**src/rtl/butterworth_lowpass_order4_core_assert.svh**
```systemverilog
`ifndef BUTTERWORTH_LOWPASS_ORDER4_CORE_ASSERT_SVH
`define BUTTERWORTH_LOWPASS_ORDER4_CORE_ASSERT_SVH

// Same-cycle implication, checked on every rising edge of clk outside reset.
`define BWLP4_ASSERT_NOW(label, ante, cons) \
	label: assert property (@(posedge clk) disable iff (!arst_n) (ante) |-> (cons)) \
		else $error("bwlp4 assertion failed");

// Next-cycle implication, checked on every rising edge of clk outside reset.
`define BWLP4_ASSERT_NEXT(label, ante, cons) \
	label: assert property (@(posedge clk) disable iff (!arst_n) (ante) |=> (cons)) \
		else $error("bwlp4 assertion failed");

`endif

```
**src/rtl/bwlp4_pkg.sv**
```systemverilog
package bwlp4_pkg;

	localparam int SAMPLE_W = 24;
	localparam int STATE_W = 48;
	localparam int TAPS = 4;

	localparam int COEF_W = 40;
	localparam int COEF_FRAC = 36;
	localparam int C_LO_W = 20;
	localparam int C_HI_W = COEF_W - C_LO_W;
	localparam int Y_LO_W = 24;
	localparam int Y_HI_W = STATE_W - Y_LO_W;
	localparam int PROD_W = COEF_W + STATE_W;

	localparam int FF_W = SAMPLE_W + 4;
	localparam int RECIP_W = 33;
	localparam int FFP_W = FF_W + RECIP_W;
	localparam int FF_ALIGN = 8;
	localparam int ACC_W = PROD_W + 2;

	localparam int OUT_SHIFT = STATE_W - 4 - (SAMPLE_W - 1);

	typedef logic signed [SAMPLE_W-1:0] sample_t;
	typedef logic signed [STATE_W-1:0] state_t;
	typedef logic signed [COEF_W-1:0] coef_t;
	typedef logic signed [PROD_W-1:0] prod_t;
	typedef logic signed [FF_W-1:0] ff_t;
	typedef logic signed [FFP_W-1:0] ffp_t;
	typedef logic signed [ACC_W-1:0] acc_t;

	localparam logic signed [RECIP_W-1:0] RECIP = 33'sd3065691722;

	localparam coef_t FB_COEF [TAPS] = '{
		-40'sd52946969922,
		40'sd225583898180,
		-40'sd360895596757,
		40'sd256972157549
	};

	localparam acc_t STATE_RND = acc_t'(1) << (COEF_FRAC - 1);
	localparam logic signed [STATE_W:0] OUT_RND = (STATE_W + 1)'(1) << (OUT_SHIFT - 1);

	localparam state_t STATE_MAX = {1'b0, {(STATE_W - 1){1'b1}}};
	localparam state_t STATE_MIN = {1'b1, {(STATE_W - 1){1'b0}}};
	localparam sample_t SAMPLE_MAX = {1'b0, {(SAMPLE_W - 1){1'b1}}};
	localparam sample_t SAMPLE_MIN = {1'b1, {(SAMPLE_W - 1){1'b0}}};

	typedef struct packed {
		logic take_in;
		logic load_s2;
	} bwlp4_ff_ctl_t;

	typedef struct packed {
		logic start;
		logic sum;
		logic shift;
	} bwlp4_cell_ctl_t;

endpackage

```
**src/rtl/bwlp4_feedforward.sv**
```systemverilog
module bwlp4_feedforward import bwlp4_pkg::*; (
	input logic clk,
	input logic arst_n,
	input bwlp4_ff_ctl_t ctl,
	input sample_t sample_in,
	output ffp_t ff_prod
);

	sample_t x_q [TAPS];
	ff_t ff_s1;
	ffp_t ffp_s2;
	ff_t ff_sum;
	ff_t x2_ext;

	assign x2_ext = ff_t'(x_q[2]);

	always_comb begin
		ff_sum = (ff_t'(x_q[0]) + ff_t'(sample_in))
			+ ((ff_t'(x_q[1]) + ff_t'(x_q[3])) <<< 2)
			+ (x2_ext <<< 2) + (x2_ext <<< 1);
	end

	always_ff @(posedge clk or negedge arst_n) begin
		if (!arst_n) begin
			for (int i = 0; i < TAPS; i++) begin
				x_q[i] <= '0;
			end
		end else if (ctl.take_in) begin
			for (int i = 0; i < TAPS - 1; i++) begin
				x_q[i] <= x_q[i + 1];
			end
			x_q[TAPS - 1] <= sample_in;
		end
	end

	always_ff @(posedge clk) begin
		if (ctl.take_in) begin
			ff_s1 <= ff_sum;
		end
		if (ctl.load_s2) begin
			ffp_s2 <= ffp_t'(ff_s1) * ffp_t'(RECIP);
		end
	end

	assign ff_prod = ffp_s2;

endmodule

```
**config.mk**
```make
export PLATFORM = sky130hd
export DESIGN_NAME = bwlp4_feedforward
export DESIGN_NICKNAME = d
export VERILOG_FILES = /design/src/rtl/butterworth_lowpass_order4_core_assert.svh /design/src/rtl/bwlp4_pkg.sv /design/src/rtl/bwlp4_feedforward.sv
export SDC_FILE = /design/constraint.sdc
export NUM_CORES = 2
export LEC_CHECK = 0
export CORE_MARGIN = 2
export CORE_UTILIZATION = 45
export CTS_CLUSTER_DIAMETER = 60
export DETAILED_ROUTE_END_ITERATION = 8
export DONT_BUFFER_PORTS = 1
export PLACE_DENSITY = 0.65
export SLEW_MARGIN = 15
export SYNTH_ARGS = -nofsm -noshare
export SYNTH_HDL_FRONTEND = slang
export SYNTH_SLANG_ARGS = --single-unit
```
**constraint.sdc**
```tcl
create_clock -name clk -period 8.64 [get_ports clk]
set_input_delay 0.432 -clock clk [delete_from_list [all_inputs] [get_ports clk]]
set_output_delay 0.432 -clock clk [all_outputs]
set_load 0.01 [all_outputs]
```
== Yosys cells after proc, flatten, opt, wreduce, memory -nomap -nowiden ==
Cells that the tools add are included.

* Add/sub/neg operators: 5
* $mul: 1

{| class="wikitable"
|+ Operators with widths
! kind !! number
|-
| $mul A28 B32 Y60 const B || 1
|-
| $add A24 B24 Y25 || 2
|-
| $add A25 B27 Y28 || 1
|-
| $add A28 B25 Y28 || 1
|-
| $add A28 B26 Y28 || 1
|}

* Bits in registers: 184
* Input port bits: 28
* Output and inout bits: 61
* Logic and storage cells: 12

== Logic depth before layout (Yosys ltp) ==
* Depth after elaboration: 4
* Depth in mapped cells: 27
* Mapped depth without buffers: 26

== Worst setup path after synthesis ==
No wires, ideal clock.

* Path kind: register to register
* From: register ff_s1[8]
* To: register ffp_s2[59], in the netlist ff_prod[59], data pin
* Setup time: 263 ps
* Arrival time: 6896 ps
* Required time: 8377 ps
* Path slack: 1481 ps
* Stages on the path, launching flop included: 22
* Buffers on the path: 0
* Clock period less this slack: 7159 ps
* Cell sequence: edfxtp_1 fa_1 fa_1 fa_1 inv_1 fa_1 fa_1 inv_1 fa_1 fa_1 fa_1 ha_1 a21oi_1 o21ai_0 a31o_1 and3_1 a2111oi_4 o41ai_2 a31oi_2 o21ai_1 a311oi_1 xnor2_1

* Cells in the longest elaborated chain, start to end: 1

{| class="wikitable"
|+ Ends and longest elaborated chain
! element !! RTL line !! text
|-
| from (decl) || bwlp4_feedforward.sv:10 || <nowiki>ff_t ff_s1;</nowiki>
|-
| from (signal assigned) || bwlp4_feedforward.sv:38 || <nowiki>ff_s1 <= ff_sum;</nowiki>
|-
| $mul A28 B32 Y60 || bwlp4_feedforward.sv:41 || <nowiki>ffp_s2 <= ffp_t'(ff_s1) * ffp_t'(RECIP);</nowiki>
|-
| to (signal assigned) || bwlp4_feedforward.sv:41 ||
|-
| to (decl) || bwlp4_feedforward.sv:11 || <nowiki>ffp_t ffp_s2;</nowiki>
|}

Every way passes these cells.
A chain may end at the register's enable or synchronous reset.

== Worst setup path in the final report ==
* From: register ff_s1[10]
* To: register ffp_s2[59], in the netlist ff_prod[59], data pin

Same word-level chain as after synthesis.

==> results_dict.tcl <==
set metrics [dict create \
    status "complete, no violations" \
    maxCapViolations 0 \
    drt_iter0_markers 852 \
    setup_violations 0 \
    ys_types 71 \
    hold_end "ff_s1[10]" \
    drt-total-wl_um 63300 \
    path_clk_slew_ps 80 \
    portBuffers 0 \
    finalClockSkew_ps 25.3 \
    crit_fanout 7 \
    insertion_delay_ps 510 \
    synth_top_area_cell "fa_1" \
    first_global_vias 18100 \
    crit_type "reg2reg" \
    start_kind "flop" \
    ys_dominant_reg_cell "dfrtp_1" \
    clock-root-buffer "clkbuf_16" \
    cts_setup_buffers 0 \
    synth_edf_count 88 \
    die_w_um 247 \
    drc 0 \
    tritoncts "done" \
    hpwl_um 55200 \
    cts_inserted_buffers 17 \
    whs_path_depth 0 \
    rsz0062_at_grt "false" \
    cp-startpoint "ff_s1[10]" \
    syn-num-nets 3297 \
    synth-seq-cells 184 \
    rr_worst_depth 23 \
    grt_pass1_wl_um 101000 \
    setup.worst_path.end_class "flop" \
    cts_num_sinks 184 \
    cp.required_ps 8890 \
    layout.nets 3298 \
    grt_max_degree 118 \
    grt_antenna_before_repair 1 \
    r2r_start "ff_s1[10]" \
    synth_top_area_frac 0.342 \
    dr.pass1.iters 7 \
    syn_to_final_growth_pct 5.75 \
    ys_warn_count 0 \
    grt_usage 0.220 \
    start_util 0.453 \
    cts_buffer_depth 2 \
    synth_area_leaders "fa_1 (34%), ha_1 (19%), edfxtp_1 (9.9%)" \
    place_congestion 0.990 \
    relSlewSlack 0.400 \
    dieArea_um2 61100 \
    fin_crit_sh 0.911 \
    fin_setup_tns_ps 0 \
    r2r_end "ff_prod[59]" \
    overflow 0 \
    ant_nets 0 \
    fin_crit_ps 7870 \
    synthCells 2407 \
    htreeDepth 4 \
    synth.avg_cell_area_um2 11.1 \
    drive_above_1_share 0.0636 \
    io_pins 89 \
    wl_per_cell_um 19.8 \
    synth_seq_area_share 0.189 \
    synthArstFlopShare 0.522 \
    final_max_slew_viol_count 0 \
    placementRows 89 \
    antenna_cells 0 \
    vias 16400 \
    arrival_ps 8120 \
    dieHeight_um 247 \
    syn_area_um2 26600 \
    final-hold-violation-count 0 \
    core_area_um2 58800 \
    tightest_slew_ps 877 \
    hp-class "in2reg" \
    vias_per_cell 5.14 \
    clock.fmax_mhz 127 \
    hold_start "ctl[1]" \
    r2r_slack_ps 770 \
]
-- metal layers --
layer / wire length [um] / share of wire / GRT usage / up-vias
met5: 13 / 0.00021 / 0 / -
met4: 1340 / 0.021 / 0.0606 / 2
met3: 3090 / 0.049 / 0.0405 / 59
met2: 29800 / 0.47 / 0.363 / 351
met1: 29100 / 0.46 / 0.298 / 8360
li1: - / - / - / 7646
-- metrics by stage --
step,worst slack [ps],instance area [um2],hold slack (ps),util,instances
floorplan,1480,26600,136,-,2407
global placement,791,27500,139,0.468,3157
detailed placement,749,27500,139,0.468,3157
CTS,718,28200,0.683,0.479,3194
global route,346,28200,18.1,0.479,3194
finish,768,28200,48.9,0.479,3194
-- cell usage after synthesis (4+ instances only) --
cell and number:
nand2_1 59, nand2b_1 7, dfrtp_1 96, nand3_1 20
xnor2_1 57, o31a_1 5, fa_1 455, o21a_1 13
buf_2 6, inv_1 650, a211o_1 4, a21oi_1 97
ha_1 407, mux2_2 95, nand4_1 11, and2_1 6
edfxtp_1 88, nor3_1 15, a211oi_1 6, o21bai_1 11
a21o_1 45, a31oi_1 4, and3_1 15, o31ai_1 5
nor2b_1 11, clkbuf_1 18, o21ai_0 32, xor2_1 41
o21ai_1 11, nor2_1 52, o211ai_1 6
-- registers in the layout, indices dropped and copies added, names as in the netlist --
name	flops
ff_s1	28
ff_prod	60
x_q	72
x2_ext	24
-- worst max-delay path, cell delays in order (launching register included) --
cell and delay, ps:
edfxtp_1 610, ha_1 470, inv_1 220, fa_1 550, inv_1 50, fa_1 500, inv_1 50, fa_1 470
fa_1 540, inv_1 50, fa_1 460, fa_1 520, fa_1 450, ha_1 400, a21oi_1 250, o21ai_0 120
a31o_1 230, and3_1 230, a2111oi_4 430, o41ai_2 190, a31oi_2 270, o21ai_1 120, a311oi_1 320, xnor2_1 100
-- cells in the final DEF, fill, tap and decap left out, drive strengths merged, types with 48 or more instances in the layout --
cell,n
inv,658
fa,455
ha,407
a21oi,99
dfrtp,96
mux2,95
edfxtp,88
nand2,59
xnor2,57
nor2,52
a21o,48
-- worst max path at each step --
stage / to / slack (ps) / cells past startpoint
5_1_grt: ff_prod[59] / 350 / 21
4_1_cts: ff_prod[51] / 720 / 23
3_5_place_dp: ff_prod[51] / 750 / 23
2_1_floorplan: ff_prod[59] / 1480 / 21
3_3_place_gp: ff_prod[51] / 790 / 23
6_report: ff_prod[59] / 770 / 23
-- layout make-up --
type	instances	area (um2)
Fill cell	5370	30600
Multi-Input combinational cell	1546	19000
Sequential cell	184	5040
Inverter	650	2440
Tap cell	773	967
Clock buffer	19	433
Clock inverter	13	136
Timing Repair Buffer	9	108
-- cells by family (layout without fill, tap and decap cells) --
group / count (synthesis) / after routing / synth area share
flops: 184 / 184 / 0.189
xor+xnor: 98 / 98 / 0.0322
fa+ha+maj: 862 / 862 / 0.533
simple gates: 211 / 211 / 0.0385
buf+inv: 677 / 691 / 0.0959
mux: 95 / 95 / 0.0402
other cells: 1 / 1 / 0.000141
compound gates: 279 / 279 / 0.0702
-- timing repair --
action	in CTS	in global routing
gates resized for setup	0	0
hold buffers	5	0
hold endpoints to repair	127	0
setup endpoints to repair	0	0
Power is left out: the tool's default activity adds up to more than one toggle a clock period on the data nets, which glitch-free logic cannot reach.
